--- config.mk ---
export PLATFORM = sky130hd
export DESIGN_NAME = p2ba_front_flat
export DESIGN_NICKNAME = d
export VERILOG_FILES = /design/src/power_of_two_block_allocator_macros.svh /design/src/p2ba_pkg.sv /design/src/p2ba_ifs.sv /design/src/p2ba_front.sv /design/src/flat_wrapper.sv
export SDC_FILE = /design/constraint.sdc
export NUM_CORES = 1
export LEC_CHECK = 0
export BUFFER_PORTS_ARGS = -buffer_cell sky130_fd_sc_hd__buf_4
export CORE_AREA = 2 2 79 81
export DETAILED_ROUTE_END_ITERATION = 7
export DIE_AREA = 0 0 81 83
export PLACE_DENSITY = 0.8
export SYNTH_ARGS = -nofsm -noshare
export SYNTH_HDL_FRONTEND = slang
export SYNTH_SLANG_ARGS = --single-unit
--- constraint.sdc ---
create_clock -name vclk -period 10.3
set_input_delay 2.575 -clock vclk [all_inputs]
set_output_delay 2.575 -clock vclk [all_outputs]
set_load 0.05 [all_outputs]
--- src/power_of_two_block_allocator_macros.svh ---
`ifndef POWER_OF_TWO_BLOCK_ALLOCATOR_MACROS_SVH
`define POWER_OF_TWO_BLOCK_ALLOCATOR_MACROS_SVH

// consequent checked in the same cycle as the antecedent
`define P2BA_ASSERT_SAME(name, clk, rst, ante, cons) \
   name: assert property (@(posedge clk) disable iff (rst) (ante) |-> (cons)) \
      else $error("p2ba check failed");

// consequent checked in the cycle after the antecedent
`define P2BA_ASSERT_NEXT(name, clk, rst, ante, cons) \
   name: assert property (@(posedge clk) disable iff (rst) (ante) |=> (cons)) \
      else $error("p2ba check failed");

`endif

--- src/p2ba_pkg.sv ---
`timescale 1ns / 1ps

package p2ba_pkg;

   localparam int ADDR_BITS   = 20;
   localparam int UNIT_BYTES  = 8;
   localparam int UNIT_LOG    = $clog2(UNIT_BYTES + 1) - 1;
   localparam int CLASS_COUNT = ADDR_BITS + 1;
   localparam int LINK_W      = ADDR_BITS + 1;
   localparam int IDX_W       = $clog2(CLASS_COUNT);
   localparam int BYTES_W     = 24;
   localparam int CLASS_W     = 5;
   localparam int CHUNK_W     = 5;
   localparam int LIMIT_W     = 21;
   localparam int QUEUE_DEPTH = 2;
   localparam int QPTR_W      = $clog2(QUEUE_DEPTH);
   localparam int QCOUNT_W    = $clog2(QUEUE_DEPTH + 1);

   typedef logic [1:0]             kind_type;
   typedef logic [BYTES_W-1:0]     bytes_type;
   typedef logic [ADDR_BITS-1:0]   addr_type;
   typedef logic [CLASS_W-1:0]     class_type;
   typedef logic [1:0]             status_type;
   typedef logic [LINK_W-1:0]      link_type;
   typedef logic [LINK_W-1:0]      fill_type;
   typedef logic [IDX_W-1:0]       idx_type;
   typedef logic [CHUNK_W-1:0]     chunk_type;
   typedef logic [LIMIT_W-1:0]     limit_type;
   typedef logic                   csr_index_type;
   typedef logic [LIMIT_W-1:0]     csr_data_type;
   typedef logic [1:0]             cmd_op_type;
   typedef logic [QPTR_W-1:0]      qptr_type;
   typedef logic [QCOUNT_W-1:0]    qcount_type;

   localparam kind_type KIND_ALLOC = 2'd0;
   localparam kind_type KIND_FREE  = 2'd1;
   localparam kind_type KIND_GROW  = 2'd2;

   localparam status_type ST_DONE    = 2'd0;
   localparam status_type ST_OOM     = 2'd1;
   localparam status_type ST_IGNORED = 2'd2;

   localparam cmd_op_type CMD_REPORT = 2'd0;
   localparam cmd_op_type CMD_ALLOC  = 2'd1;
   localparam cmd_op_type CMD_FREE   = 2'd2;

   localparam csr_index_type CSR_CHUNK_BITS = 1'b0;
   localparam csr_index_type CSR_POOL_LIMIT = 1'b1;

   localparam link_type  NULL_LINK        = link_type'(1) << ADDR_BITS;
   localparam chunk_type CHUNK_BITS_RESET = chunk_type'(16);
   localparam limit_type POOL_LIMIT_RESET = limit_type'(1048576);

   // classified request handed from the front end to the engine
   typedef struct packed {
      cmd_op_type op;
      status_type status;
      class_type  size_class;
      class_type  alloc_class;
      class_type  push_class;
      addr_type   addr;
      logic       old_push;
   } cmd_type;

endpackage

--- src/p2ba_ifs.sv ---
`timescale 1ns / 1ps

interface p2ba_req_if;
   import p2ba_pkg::*;

   logic      valid;
   logic      ready;
   kind_type  kind;
   bytes_type size_bytes;
   bytes_type old_size_bytes;
   addr_type  block_address;
   logic      address_null;

   modport source (output valid, kind, size_bytes, old_size_bytes, block_address,
                   address_null, input ready);
   modport sink (input valid, kind, size_bytes, old_size_bytes, block_address,
                 address_null, output ready);
endinterface


--- src/p2ba_front.sv ---
`timescale 1ns / 1ps

module p2ba_front (
   p2ba_req_if.sink             req_if,
   output logic                 cmd_valid,
   input  logic                 cmd_ready,
   output p2ba_pkg::cmd_type    cmd
);
   import p2ba_pkg::*;

   // 0 up to one unit, else bit length of n-1 less the unit exponent
   function automatic class_type class_of(bytes_type n);
      bytes_type m;
      int        bl;
      m  = n - bytes_type'(1);
      bl = 0;
      for (int k = 0; k < BYTES_W; k++) begin
         if (m[k]) begin
            bl = k + 1;
         end
      end
      if (n <= bytes_type'(UNIT_BYTES)) begin
         return '0;
      end
      return class_type'(bl - UNIT_LOG);
   endfunction

   class_type size_cls;
   class_type old_cls;
   logic      size_ok;
   logic      old_ok;

   assign size_cls  = class_of(req_if.size_bytes);
   assign old_cls   = class_of(req_if.old_size_bytes);
   assign size_ok   = int'(size_cls) <= ADDR_BITS;
   assign old_ok    = int'(old_cls) <= ADDR_BITS;
   assign cmd_valid = req_if.valid;
   assign req_if.ready = cmd_ready;

   always_comb begin
      cmd.op          = CMD_REPORT;
      cmd.status      = ST_IGNORED;
      cmd.size_class  = size_cls;
      cmd.alloc_class = size_cls;
      cmd.push_class  = size_cls;
      cmd.addr        = req_if.block_address;
      cmd.old_push    = 1'b0;
      case (req_if.kind)
         KIND_ALLOC, KIND_GROW: begin
            if (req_if.size_bytes == '0) begin
               cmd.status = ST_IGNORED;
            end else if (!size_ok) begin
               cmd.status = ST_OOM;
            end else begin
               cmd.op = CMD_ALLOC;
               if (req_if.kind == KIND_GROW) begin
                  cmd.push_class = old_cls;
                  cmd.old_push   = (req_if.old_size_bytes != '0) && !req_if.address_null
                                   && old_ok;
               end
            end
         end
         KIND_FREE: begin
            if (!req_if.address_null && (req_if.size_bytes != '0) && size_ok) begin
               cmd.op = CMD_FREE;
            end
         end
         default: begin
            cmd.size_class = '0;
         end
      endcase
   end

endmodule

--- src/flat_wrapper.sv ---
// flat-port wrapper written by rule: the top's interface ports become plain ports
module p2ba_front_flat import p2ba_pkg::*;
  (cmd_valid, cmd_ready, cmd, req_if_valid, req_if_kind, req_if_size_bytes, req_if_old_size_bytes, req_if_block_address, req_if_address_null, req_if_ready);
  p2ba_req_if req_if_i ();
  output logic cmd_valid;
  input  logic cmd_ready;
  output p2ba_pkg::cmd_type cmd;
  input wire logic [$bits(req_if_i.valid)-1:0] req_if_valid;
  input wire logic [$bits(req_if_i.kind)-1:0] req_if_kind;
  input wire logic [$bits(req_if_i.size_bytes)-1:0] req_if_size_bytes;
  input wire logic [$bits(req_if_i.old_size_bytes)-1:0] req_if_old_size_bytes;
  input wire logic [$bits(req_if_i.block_address)-1:0] req_if_block_address;
  input wire logic [$bits(req_if_i.address_null)-1:0] req_if_address_null;
  output wire logic [$bits(req_if_i.ready)-1:0] req_if_ready;
  assign req_if_i.valid = req_if_valid;
  assign req_if_i.kind = req_if_kind;
  assign req_if_i.size_bytes = req_if_size_bytes;
  assign req_if_i.old_size_bytes = req_if_old_size_bytes;
  assign req_if_i.block_address = req_if_block_address;
  assign req_if_i.address_null = req_if_address_null;
  assign req_if_ready = req_if_i.ready;
  p2ba_front u_core (.req_if(req_if_i), .cmd_valid(cmd_valid), .cmd_ready(cmd_ready), .cmd(cmd));
endmodule
After elaboration in Yosys (flattened, before gate mapping) --
Cells that the tools add are included. Widths: inputs -> output; s select.
Cells by class: order comparisons 4, eq/ne operators 2, shifts and indexed selects 0, reductions and logical operators 11, mux-type cells 70, $add $sub $neg 4, bitwise operators 0, divide/modulo/power cells 0, $mul 0
Operator list (number):
- $mux 5 | 27
- $mux 4 | 16
- $le 24x4->1 const B | 2
- $reduce_bool 24->1 | 2
- $sub 24x1->24 const B | 2
- $logic_not 24->1 | 1
- $mux 3 | 8
- $mux 2 | 9
- $le 5x5->1 const B | 2
- $sub 5x2->5 const B | 2
- $mux 1 | 9
- $logic_and 1x1->1 | 4
- $pmux 2 s2 | 1
- $reduce_or 3->1 | 1
- $eq 2x1->1 const B | 1
- $eq 2x2->1 const B | 1
- $logic_not 2->1 | 1
- $reduce_or 2->1 | 1
- $logic_not 1->1 | 1
Word-level totals: memories kept 0, bits in writable memories 0, output and inout port bits 42, ROM bits 0, input port bits 73, latch bits 0, bits in registers 0, logic and storage cells 91

Logic depth before layout (Yosys ltp) --
word-level depth 33, depth in mapped cells 19, mapped depth without buffers 18

Worst setup path after synthesis --
Ideal clock, no wire load.
path type input to output, start point in req_if_size_bytes[5], end point out cmd[37] (netlist name), cell stages on the path 16, setup slack -0.220 ns, path buffers 2, data required time 7.725 ns, arrival 7.945 ns, path through buf_6 or4_1 clkbuf_1 nor4_1 mux2i_1 nor2_1 a2111o_1 o221a_4 nor3_1 ha_1 and2_1 mux2i_1 inv_1 a211oi_2 nor4_1 inv_1
RTL lines:
- from (decl) | RTL line flat_wrapper.sv:10 | input wire logic [$bits(req_if_i.size_bytes)-1:0] req_if_size_bytes;
- to (decl) | RTL line flat_wrapper.sv:7 | output p2ba_pkg::cmd_type cmd;

==> results.tsv <==
stage	metric	value	unit
run_status	status	complete, no violations	
sta	whs	5.15	ns
clock_tree	holdBufCountCts	0	
die	row_count	28	
finish	layout_commonest_cell	buf_4	
hold_path	hold_class	input pin to output port	
power	netSwitchingFraction	0.624	
power	p_int	50.9	uW
critical_path	timing.setup.critical_path_class	input pin to output port	
synthesis	ys_warn_count	0	
finish	area_growth_syn_to_layout	11.8	%
clock_tree	postCtsSetupRepairBufs	0	
finish	regArea	0	um^2
critical_path	cp-start-kind	input pin	
hold_path	holdPathStages	0	
die	core_region_area	5820	um^2
synthesis	synth_xor_area_frac	0.0440	
die	die-area	6720	um^2
synthesis	avgSynthCellArea	6.48	um^2
finish	antenna_cells	0	
placed_design	place_area	3340	um^2
synthesis	synth_top_area_share	0.0578	
global_routing	grt_pass1_wl	15.1	mm
critical_path	endpoint_kind	output port	
finish	finish.cell_count_without_fillers	557	
critical_path	cp_cell_sequence	buf_4 > inv_1 > ha_1 > nor4b_4 > nand4_4 > xnor2_1 > o21ba_1 > a2111o_1 > o221a_4 > nor3_1 > ha_1 > nand2_1 > inv_1 > or4_4 > a211oi_2 > o21ai_2 > a2111oi_2 > buf_4	
sta	slew_headroom	0.337	
synthesis	synthAdderAreaFrac	0.0251	
clock_tree	ctsResizeCount	0	
power	peakVddDrop	0.0369	mV
critical_path	cp_slowest_cell	nor4b_4	
sta	finalCritPeriodShare	0.959	
finish	n_fill_cell	570	
die	num_io_pins	115	
routing	via_per_inst	6.78	
die	die_h	83	um
die	fp.dieW	81	um
placed_design	gp_congestion	1.01	
power	pwr_density_cell	40.5	nW/um^2
routing	via_count	3778	
sta	rsz0062_at_grt	no	
sta	fmax	0.101	GHz
synthesis	muxShareOfSynthArea	0.0368	
synthesis	syn_area	2990	um^2
finish	mostFrequentLayoutCells	74 x buf_4, 46 x nor2_1, 26 x nor3_1	
synthesis	syn_nets	540	
sta	tns	0	ns
synthesis	ys_types	84	
routing	wl	9.11	mm
job	maxCapViolations	0	
global_routing	globalRoute.totalOverflow	0	
global_routing	antenna_found_initial	0	
synthesis	synth_seq_area_share	0	
finish	drive_gt1_frac	0.207	
power	power.total	135	uW
global_routing	grt_max_degree	14	
finish	fin_area	3340	um^2
finish	nClkBuffers	0	
finish	multi_input_area	2620	um^2
global_routing	grt_pass1_vias	3306	
power	p_leak	0.00119	uW
die	start_util	0.514	
routing	final_antenna_net_count	0	
synthesis	yosys.area_share.simple	0.440	
routing	drc	0	
placed_design	dpl.hpwl	7.11	mm
critical_path	worstPathRequired	7.73	ns
finish	seq_cells	0	
sta	setup_viol_count_final	0	
synthesis	netlist_top_cells_area	nor2_1 5.8%, buf_4 5.5%, nor4_1 5.2%	
sta	finalHoldViolCount	0	
routing	wl_per_cell	16.3	um
global_routing	grt_usage	0.260	
power	power_frac_seq	0	
power	clkPwrFrac	0	
synthesis	synth_compound_area_frac	0.329	
finish	fin_nets	563	
sta	slew_violations	0	
synthesis	synthCells	461	
critical_path	cp_max_fo	12	
power	p_sw	84.5	uW
placed_design	placedCellCount	557	
synthesis	synth_top_cell_by_area	nor2_1	
critical_path	critical_path_arrival	7.30	ns
placed_design	port_buffers	71	
sta	tightest_slew	0.985	ns
routing	firstDrtPassIters	5	
synthesis	synth_top_family_by_area	simple AND/OR/NAND/NOR gates	
routing	drtIter0Drc	280	
power	power_frac_comb	1.000	
critical_path	cp_slowest_stage_delay	0.63	ns
sta	period_needed	9.88	ns
-- area by class of cell --
class | count | area share
Multi-Input combinational cell | 388 | 0.783
Timing Repair Buffer | 74 | 0.166
Tap cell | 75 | 0.0281
Inverter | 20 | 0.0225
-- final timing paths --
check,startpoint,slack [ns],end
hold / removal,req_if_block_address[10],5.15,cmd[11]
setup / recovery,req_if_size_bytes[0],0.42,cmd[0]
-- worst max-delay path, delay by kind of cell --
kind | cells | cell delay, ns
adders and majority gates | 2 | 0.67
AOI/OAI and AO/OA | 6 | 1.59
buffers and inverters | 4 | 0.54
xor gates and xnor gates | 1 | 0.29
and+or+nand+nor | 5 | 1.63
-- cell usage after synthesis (3+ instances only) --
cell / count
nor4_1: 25
nand2_1: 22
a21oi_1: 21
o31a_1: 3
or4_1: 8
mux2i_1: 8
nor2_1: 46
ha_1: 6
or3_1: 11
nand2b_1: 14
nand4_1: 6
buf_2: 3
o32a_1: 3
inv_1: 20
nor3_1: 26
nand3_1: 15
and2_1: 6
nor3_2: 3
nor4b_1: 4
o31ai_1: 4
or2_2: 5
and3_1: 6
xnor2_1: 12
xor2_1: 3
a31oi_1: 3
a211oi_1: 12
buf_4: 22
o2111ai_1: 3
o211ai_1: 8
nor2b_1: 9
nor3b_1: 3
clkbuf_1: 25
a2111oi_0: 3
o21ai_0: 22
a2bb2oi_1: 3
o22ai_1: 6
a221oi_1: 3
-- layer usage --
layer | wire length (um) | vias to the layer above | GRT usage
met5 | 0 | - | 0
met4 | 58 | 0 | 0.0185
met3 | 805 | 10 | 0.0185
met2 | 4090 | 221 | 0.412
met1 | 4150 | 1738 | 0.397
li1 | - | 1809 | -
-- per-stage QoR --
stage | setup WS, ns | util
CTS | 0.519 | 0.575
floorplan | 0.0494 | -
global route | 0.125 | 0.575
detailed placement | 0.548 | 0.575
global placement | 0.776 | 0.575
finish | 0.420 | 0.575
-- cells by family (layout without fill, tap and decap cells) --
family / after synthesis / after routing
AO/OA/AOI/OAI: 132 / 132
XOR/XNOR: 15 / 15
adder cells (fa/ha/maj): 6 / 6
buffers and inverters: 73 / 94
multiplexers: 10 / 10
AND/OR/NAND/NOR: 225 / 225
-- power by group through the flow --
stage,Combinational [uW],Sequential [uW],Clock [uW]
CTS,134,0,0
detailed placement,133,0,0
finish,135,0,0
floorplan,111,0,0
global route,147,0,0
global placement,132,0,0
(Power assumes the default switching activity.)
