## src/power_of_two_block_allocator_macros.svh

```systemverilog
`ifndef POWER_OF_TWO_BLOCK_ALLOCATOR_MACROS_SVH
`define POWER_OF_TWO_BLOCK_ALLOCATOR_MACROS_SVH

// consequent checked in the same cycle as the antecedent
`define P2BA_ASSERT_SAME(name, clk, rst, ante, cons) \
   name: assert property (@(posedge clk) disable iff (rst) (ante) |-> (cons)) \
      else $error("p2ba check failed");

// consequent checked in the cycle after the antecedent
`define P2BA_ASSERT_NEXT(name, clk, rst, ante, cons) \
   name: assert property (@(posedge clk) disable iff (rst) (ante) |=> (cons)) \
      else $error("p2ba check failed");

`endif

```

## src/p2ba_pkg.sv

```systemverilog
`timescale 1ns / 1ps

package p2ba_pkg;

   localparam int ADDR_BITS   = 20;
   localparam int UNIT_BYTES  = 8;
   localparam int UNIT_LOG    = $clog2(UNIT_BYTES + 1) - 1;
   localparam int CLASS_COUNT = ADDR_BITS + 1;
   localparam int LINK_W      = ADDR_BITS + 1;
   localparam int IDX_W       = $clog2(CLASS_COUNT);
   localparam int BYTES_W     = 24;
   localparam int CLASS_W     = 5;
   localparam int CHUNK_W     = 5;
   localparam int LIMIT_W     = 21;
   localparam int QUEUE_DEPTH = 2;
   localparam int QPTR_W      = $clog2(QUEUE_DEPTH);
   localparam int QCOUNT_W    = $clog2(QUEUE_DEPTH + 1);

   typedef logic [1:0]             kind_type;
   typedef logic [BYTES_W-1:0]     bytes_type;
   typedef logic [ADDR_BITS-1:0]   addr_type;
   typedef logic [CLASS_W-1:0]     class_type;
   typedef logic [1:0]             status_type;
   typedef logic [LINK_W-1:0]      link_type;
   typedef logic [LINK_W-1:0]      fill_type;
   typedef logic [IDX_W-1:0]       idx_type;
   typedef logic [CHUNK_W-1:0]     chunk_type;
   typedef logic [LIMIT_W-1:0]     limit_type;
   typedef logic                   csr_index_type;
   typedef logic [LIMIT_W-1:0]     csr_data_type;
   typedef logic [1:0]             cmd_op_type;
   typedef logic [QPTR_W-1:0]      qptr_type;
   typedef logic [QCOUNT_W-1:0]    qcount_type;

   localparam kind_type KIND_ALLOC = 2'd0;
   localparam kind_type KIND_FREE  = 2'd1;
   localparam kind_type KIND_GROW  = 2'd2;

   localparam status_type ST_DONE    = 2'd0;
   localparam status_type ST_OOM     = 2'd1;
   localparam status_type ST_IGNORED = 2'd2;

   localparam cmd_op_type CMD_REPORT = 2'd0;
   localparam cmd_op_type CMD_ALLOC  = 2'd1;
   localparam cmd_op_type CMD_FREE   = 2'd2;

   localparam csr_index_type CSR_CHUNK_BITS = 1'b0;
   localparam csr_index_type CSR_POOL_LIMIT = 1'b1;

   localparam link_type  NULL_LINK        = link_type'(1) << ADDR_BITS;
   localparam chunk_type CHUNK_BITS_RESET = chunk_type'(16);
   localparam limit_type POOL_LIMIT_RESET = limit_type'(1048576);

   // classified request handed from the front end to the engine
   typedef struct packed {
      cmd_op_type op;
      status_type status;
      class_type  size_class;
      class_type  alloc_class;
      class_type  push_class;
      addr_type   addr;
      logic       old_push;
   } cmd_type;

endpackage

```

## src/p2ba_queue.sv

```systemverilog
`timescale 1ns / 1ps

module p2ba_queue (
   input  logic              clock,
   input  logic              reset,
   input  logic              push_valid,
   output logic              push_ready,
   input  p2ba_pkg::cmd_type push_cmd,
   output logic              pop_valid,
   input  logic              pop_ready,
   output p2ba_pkg::cmd_type pop_cmd
);
   import p2ba_pkg::*;

   cmd_type    slot_ff [QUEUE_DEPTH];
   qptr_type   wr_ptr_ff, wr_ptr_in;
   qptr_type   rd_ptr_ff, rd_ptr_in;
   qcount_type count_ff, count_in;
   logic       do_push;
   logic       do_pop;

   assign push_ready = count_ff < qcount_type'(QUEUE_DEPTH);
   assign pop_valid  = count_ff != '0;
   assign pop_cmd    = slot_ff[rd_ptr_ff];
   assign do_push    = push_valid && push_ready;
   assign do_pop     = pop_valid && pop_ready;

   always_comb begin
      wr_ptr_in = wr_ptr_ff;
      rd_ptr_in = rd_ptr_ff;
      count_in  = count_ff;
      if (do_push) begin
         wr_ptr_in = (wr_ptr_ff == qptr_type'(QUEUE_DEPTH - 1)) ? '0 : wr_ptr_ff + 1'b1;
      end
      if (do_pop) begin
         rd_ptr_in = (rd_ptr_ff == qptr_type'(QUEUE_DEPTH - 1)) ? '0 : rd_ptr_ff + 1'b1;
      end
      if (do_push && !do_pop) begin
         count_in = count_ff + 1'b1;
      end else if (do_pop && !do_push) begin
         count_in = count_ff - 1'b1;
      end
   end

   always_ff @(posedge clock) begin
      if (reset) begin
         wr_ptr_ff <= '0;
         rd_ptr_ff <= '0;
         count_ff  <= '0;
      end else begin
         wr_ptr_ff <= wr_ptr_in;
         rd_ptr_ff <= rd_ptr_in;
         count_ff  <= count_in;
      end
   end

   always_ff @(posedge clock) begin
      if (do_push) begin
         slot_ff[wr_ptr_ff] <= push_cmd;
      end
   end

endmodule

```

## config.mk

```make
export PLATFORM = sky130hd
export DESIGN_NAME = p2ba_queue
export DESIGN_NICKNAME = d
export VERILOG_FILES = /design/src/power_of_two_block_allocator_macros.svh /design/src/p2ba_pkg.sv /design/src/p2ba_queue.sv
export SDC_FILE = /design/constraint.sdc
export NUM_CORES = 1
export LEC_CHECK = 0
export ABC_AREA = 1
export BUFFER_PORTS_ARGS = -buffer_cell sky130_fd_sc_hd__buf_2
export CAP_MARGIN = 40
export CORE_MARGIN = 4
export CORE_UTILIZATION = 46
export DETAILED_ROUTE_END_ITERATION = 8
export GPL_TIMING_DRIVEN = 0
export HOLD_SLACK_MARGIN = 0.15
export PLACE_DENSITY = 0.73
export SKIP_LAST_GASP = 1
export SLEW_MARGIN = 25
export SYNTH_ARGS = -nofsm -noshare
export SYNTH_HDL_FRONTEND = slang
export SYNTH_SLANG_ARGS = --single-unit
```

## constraint.sdc

```tcl
create_clock -name clock -period 2.4 [get_ports clock]
set_input_delay 0.12 -clock clock [delete_from_list [all_inputs] [get_ports clock]]
set_output_delay 0.12 -clock clock [all_outputs]
set_load 0.01 [all_outputs]
```

After elaboration in Yosys (flattened, before gate mapping)
Memory sizes are Yosys's and may differ from the RTL's. A register that Yosys moved wholly into a read port is not among the register bits.
Index checks and enable logic that the tools add are counted.
{ "totals": {"regBits": 4, "ramBits": 80, "input_bits": 44, "word_cells": 25, "memories": 1} }
{ "mem_list": {"columns": ["memory", "depth", "width", "rd", "rd_ports_with_merged_regs", "write_ports", "line", "rtl"], "rows": [
  ["slot_ff", 2, 40, 1, 1, 1, "p2ba_queue.sv:15", "cmd_type slot_ff [QUEUE_DEPTH];"]
]} }
{ "op_classes": {"n_addsub": 4, "order_cmp": 1, "muxes": 8, "n_reduce_logical": 8} }
{ "ops": {"columns": ["operator", "count"], "rows": [
  ["1-bit two-way mux", 6],
  ["1-bit logical AND", 4],
  ["2-bit two-way mux", 2],
  ["2-bit nonzero test", 2],
  ["1-bit adder, second input constant", 2],
  ["2-bit by 1-bit adder with 2-bit output, second input constant", 1],
  ["1-bit zero test", 2],
  ["2-bit < comparator, second input constant", 1],
  ["2-bit by 1-bit subtractor with 2-bit output, second input constant", 1]
]} }

Logic depth before layout (Yosys ltp)
{ "logic_depth": {"depth_word": 6, "mapped_depth": 10, "ltp_nobuf": 10} }

Worst setup path before layout
OpenSTA, ideal clock, no wires.
{ "synth_path": {"path_type": "register -> register", "start": "register count_ff[1]", "end": "memory slot_ff[1][0] (netlist bit), enable pin", "setup_time_ns": 0.439, "t_arrival_ns": 2.247, "t_required_ns": 1.961, "slack_ns": -0.285, "stages_incl_launch_ff": 4, "n_path_buf": 0, "cell_sequence": "dfxtp_1 inv_1 nand2_1 nor2_1"} }
{ "synth_via": {"elab_chain_cells": 4} }
{ "synth_lines": {"columns": ["element", "line", "rtl"], "rows": [
  ["start, declared", "p2ba_queue.sv:18", "qcount_type count_ff, count_in;"],
  ["start signal, assigned", "p2ba_queue.sv:53", "count_ff <= count_in;"],
  ["2-bit < comparator", "p2ba_queue.sv:22", "assign push_ready = count_ff < qcount_type'(QUEUE_DEPTH);"],
  ["via push_ready", "p2ba_queue.sv:7", "output logic push_ready,"],
  ["1-bit logical AND", "p2ba_queue.sv:25", "assign do_push = push_valid && push_ready;"],
  ["1-bit two-way mux", "p2ba_queue.sv:58", "if (do_push) begin"],
  ["1-bit two-way mux (not written as such)", "p2ba_queue.sv:59", "slot_ff[wr_ptr_ff] <= push_cmd;"],
  ["end, declared", "p2ba_queue.sv:15", null]
]} }
The timed path passes the listed nets, and every way through them passes these cells.

Final worst setup path
{ "layout_path": {"start": "register count_ff[1]", "end": "memory slot_ff[1][7] (netlist bit), enable pin"} }
{ "layout_via": {"elab_chain_cells": 4} }
{ "layout_lines": {"columns": ["element", "line"], "rows": [
  ["2-bit < comparator", "p2ba_queue.sv:22"],
  ["1-bit logical AND", "p2ba_queue.sv:25"],
  ["1-bit two-way mux", "p2ba_queue.sv:58"],
  ["1-bit two-way mux (not written as such)", "p2ba_queue.sv:59"]
]} }
Every way passes these cells.

==> insert_results.sql <==
INSERT INTO impl_metrics (metric_group, metric, value, unit) VALUES
('outcome', 'status', 'completed', ''),
('worst_setup_path', 'reg_to_reg_start', 'count_ff[1]', ''),
('finish', 'finish.net_count', '344', ''),
('clock_tree', 'clkTransAtPathRegs', '0.08', 'ns'),
('floorplanning', 'die-area', '8187', 'µm²'),
('finish', 'final_common_cell', 'sky130_fd_sc_hd__buf_2', ''),
('floorplanning', 'rows', '29', ''),
('sta', 'maxSlewViolCount', '0', ''),
('pwr', 'cellPowerDensity', '948.0', 'nW/µm²'),
('finish', 'syn2layout_area_growth', '38.42', '%'),
('hold_path', 'hold_path.class', 'primary input to register', ''),
('global_route', 'groute.usage.overall', '16.32', '%'),
('sta', 'rsz0062_at_grt', 'no', ''),
('worst_setup_path', 'kind_of_start_point_of_the_critical_path', 'register', ''),
('worst_setup_path', 'startpoint', 'count_ff[1]', ''),
('clock_tree', 'cts-root-buf', 'sky130_fd_sc_hd__clkbuf_8', ''),
('global_route', 'antenna_found_initial', '0', ''),
('floorplanning', 'ios', '86', ''),
('sta', 'worst_slew_pin_slew', '0.6983', 'ns'),
('pwr', 'cellLeakagePower', '0.001678', 'µW'),
('detailed_routing', 'vias_per_cell', '4.945', ''),
('placement', 'port_buffers', '85', ''),
('clock_tree', 'htreeDepth', '3', ''),
('detailed_routing', 'detailedRoute.firstIterationViolations', '63', ''),
('synthesis', 'synth_fp_nets', '204', ''),
('sta', 'achievable-frequency', '0.5611', 'GHz'),
('detailed_routing', 'wl_per_cell', '16.92', 'µm'),
('clock_tree', 'postCtsSetupRepairBufs', '0', ''),
('synthesis', 'synth_seq_cells', '85', ''),
('sta', 'min_period_over_period', '74.26', '%'),
('worst_setup_path', 'crit_path_cell_trace', 'inv_1 > nand2_1 > nor2_4 > buf_16', ''),
('worst_setup_path', 'critical_path.max_stage_delay', '0.58', 'ns'),
('worst_setup_path', 'endpoint', 'slot_ff[1][7]', ''),
('finish', 'antenna_cells_inserted', '0', ''),
('worst_setup_path', 'worstRegToRegCells', '4', ''),
('synthesis', 'synthesis.instances', '159', ''),
('synthesis', 'synth_sequential_area_ratio', '79.97', '%'),
('floorplanning', 'initial_core_utilization', '48.18', '%'),
('worst_setup_path', 'worstPathRequired', '2.44', 'ns'),
('floorplanning', 'floorplan.core_area', '6495', 'µm²'),
('worst_setup_path', 'path_max_fanout', '22', ''),
('synthesis', 'postSynthAreaPerCell', '19.68', 'µm²'),
('clock_tree', 'clk_latency', '0.34', 'ns'),
('synthesis', 'synth.yosys.warnings', '0', ''),
('placement', 'post-dp-hpwl', '3913', 'µm'),
('run', 'drv.max_cap_violation_count', '0', ''),
('worst_setup_path', 'regToRegSetupSlack', '0.62', 'ns'),
('detailed_routing', 'detailroute.via_count', '1884', ''),
('worst_setup_path', 'timing_worst_setup_path_type', 'register to register', ''),
('floorplanning', 'die_w', '90.48', 'µm'),
('detailed_routing', 'postRouteWirelength', '6446', 'µm'),
('global_route', 'via_count_of_the_first_global_routing_pass', '2107', ''),
('clock_tree', 'ctsLongestPathBuffers', '2', ''),
('detailed_routing', 'antenna_left', '0', ''),
('clock_tree', 'clock_sink_count', '85', ''),
('global_route', 'grt_max_degree', '23', ''),
('synthesis', 'post_synth_instance_area', '3129', 'µm²'),
('placement', 'post-place-cells', '323', ''),
('worst_setup_path', 'rr_endpoint', 'slot_ff[1][7]', ''),
('global_route', 'grt-ovfl-total', '0', ''),
('worst_setup_path', 'slowest_cell_on_crit_path', 'sky130_fd_sc_hd__nor2_4', ''),
('clock_tree', 'cts_bufs_inserted', '9', ''),
('worst_setup_path', 'arrival', '1.82', 'ns'),
('synthesis', 'yosys.cell_types.count', '13', ''),
('worst_setup_path', 'critical_path.endpoint_type', 'register', ''),
('hold_path', 'startpoint_of_the_most_critical_hold_path', 'push_valid', ''),
('finish', 'n_fill_cell', '466', ''),
('sta', 'period_needed', '1.782', 'ns'),
('floorplanning', 'die-height', '90.48', 'µm'),
('detailed_routing', 'drc', '0', ''),
('clock_tree', 'tritoncts', 'yes', '');
-- cell usage after synthesis --
cell type / n / area (µm²)
sky130_fd_sc_hd__a21oi_1: 2 / 10.01
sky130_fd_sc_hd__buf_6: 4 / 45.04
sky130_fd_sc_hd__dfxtp_1: 5 / 100.1
sky130_fd_sc_hd__edfxtp_1: 80 / 2402
sky130_fd_sc_hd__ha_1: 1 / 12.51
sky130_fd_sc_hd__inv_1: 8 / 30.03
sky130_fd_sc_hd__mux2_2: 40 / 450.4
sky130_fd_sc_hd__nand2_1: 8 / 30.03
sky130_fd_sc_hd__nand3_1: 2 / 10.01
sky130_fd_sc_hd__nand4_1: 1 / 6.260
sky130_fd_sc_hd__nor2_1: 6 / 22.52
sky130_fd_sc_hd__nor3_1: 1 / 5.000
sky130_fd_sc_hd__o21ai_0: 1 / 5.000
-- sequential cells by signal, indices dropped and copies added (netlist names), named ones only --
| register | count |
|---|---|
| rd_ptr_ff | 1 |
| slot_ff | 80 |
| wr_ptr_ff | 1 |
| count_ff | 2 |
-- power by group --
group          total, µW  internal, µW  switching, µW
Combinational       1170           553            614
Clock                971           476            495
Sequential          1970          1900           70.1
-- area by class of cell --
class | count | area [µm²] | share of cell area (%)
plain buffers | 4 | 45.04 | 1.040
clock buffers | 9 | 123.9 | 2.860
clock inverters | 7 | 66.31 | 1.531
inverters | 8 | 30.03 | 0.6932
multi-input cells | 62 | 566.8 | 13.08
flip-flops and latches | 85 | 2502 | 57.77
well taps | 77 | 96.34 | 2.224
repair buffers | 129 | 900.9 | 20.80
-- worst min path at each step --
stage	cells after the start	to	slack (ns)
final	5	wr_ptr_ff	0.34
after global routing	5	wr_ptr_ff	0.36
after CTS	5	wr_ptr_ff	0.31
after detailed placement	2	wr_ptr_ff	0.31
after global placement	2	wr_ptr_ff	0.30
after floorplan	1	wr_ptr_ff	0.20
-- worst max-delay path, delay by kind of cell, from the launching register on --
kind          cells  cell delay (ns)
buf+inv           2             0.37
simple gates      2             0.76
flops             1             0.33
-- kinds of logic after synthesis --
logic type | synth area share [%]
AO/OA/AOI/OAI | 0.4797
AND/OR/NAND/NOR | 2.359
flip-flops | 79.97
adder cells (fa/ha/maj) | 0.3998
buffers and inverters | 2.399
multiplexers | 14.39
-- metal layers --
layer  routed length [µm]  GRT usage [%]
met1                 2362          16.95
met2                 3655          30.88
met3                  270          3.750
met4                  158          7.270
met5                    0              0
-- stage by stage --
stage / setup slack (ns) / setup TNS, ns / cell area, µm² / power (µW) / utilization (%)
after floorplan: 0.3716 / 0 / 3134 / 2657 / -
after global placement: -0.1513 / -11.36 / 3656 / 3026 / 56.29
after detailed placement: 0.6789 / 0 / 3721 / 3111 / 57.29
after CTS: 0.6557 / 0 / 4332 / 4121 / 66.69
after global routing: 0.5182 / 0 / 4332 / 4314 / 66.69
final: 0.6177 / 0 / 4332 / 4107 / 66.69
(Power assumes the default switching activity.)
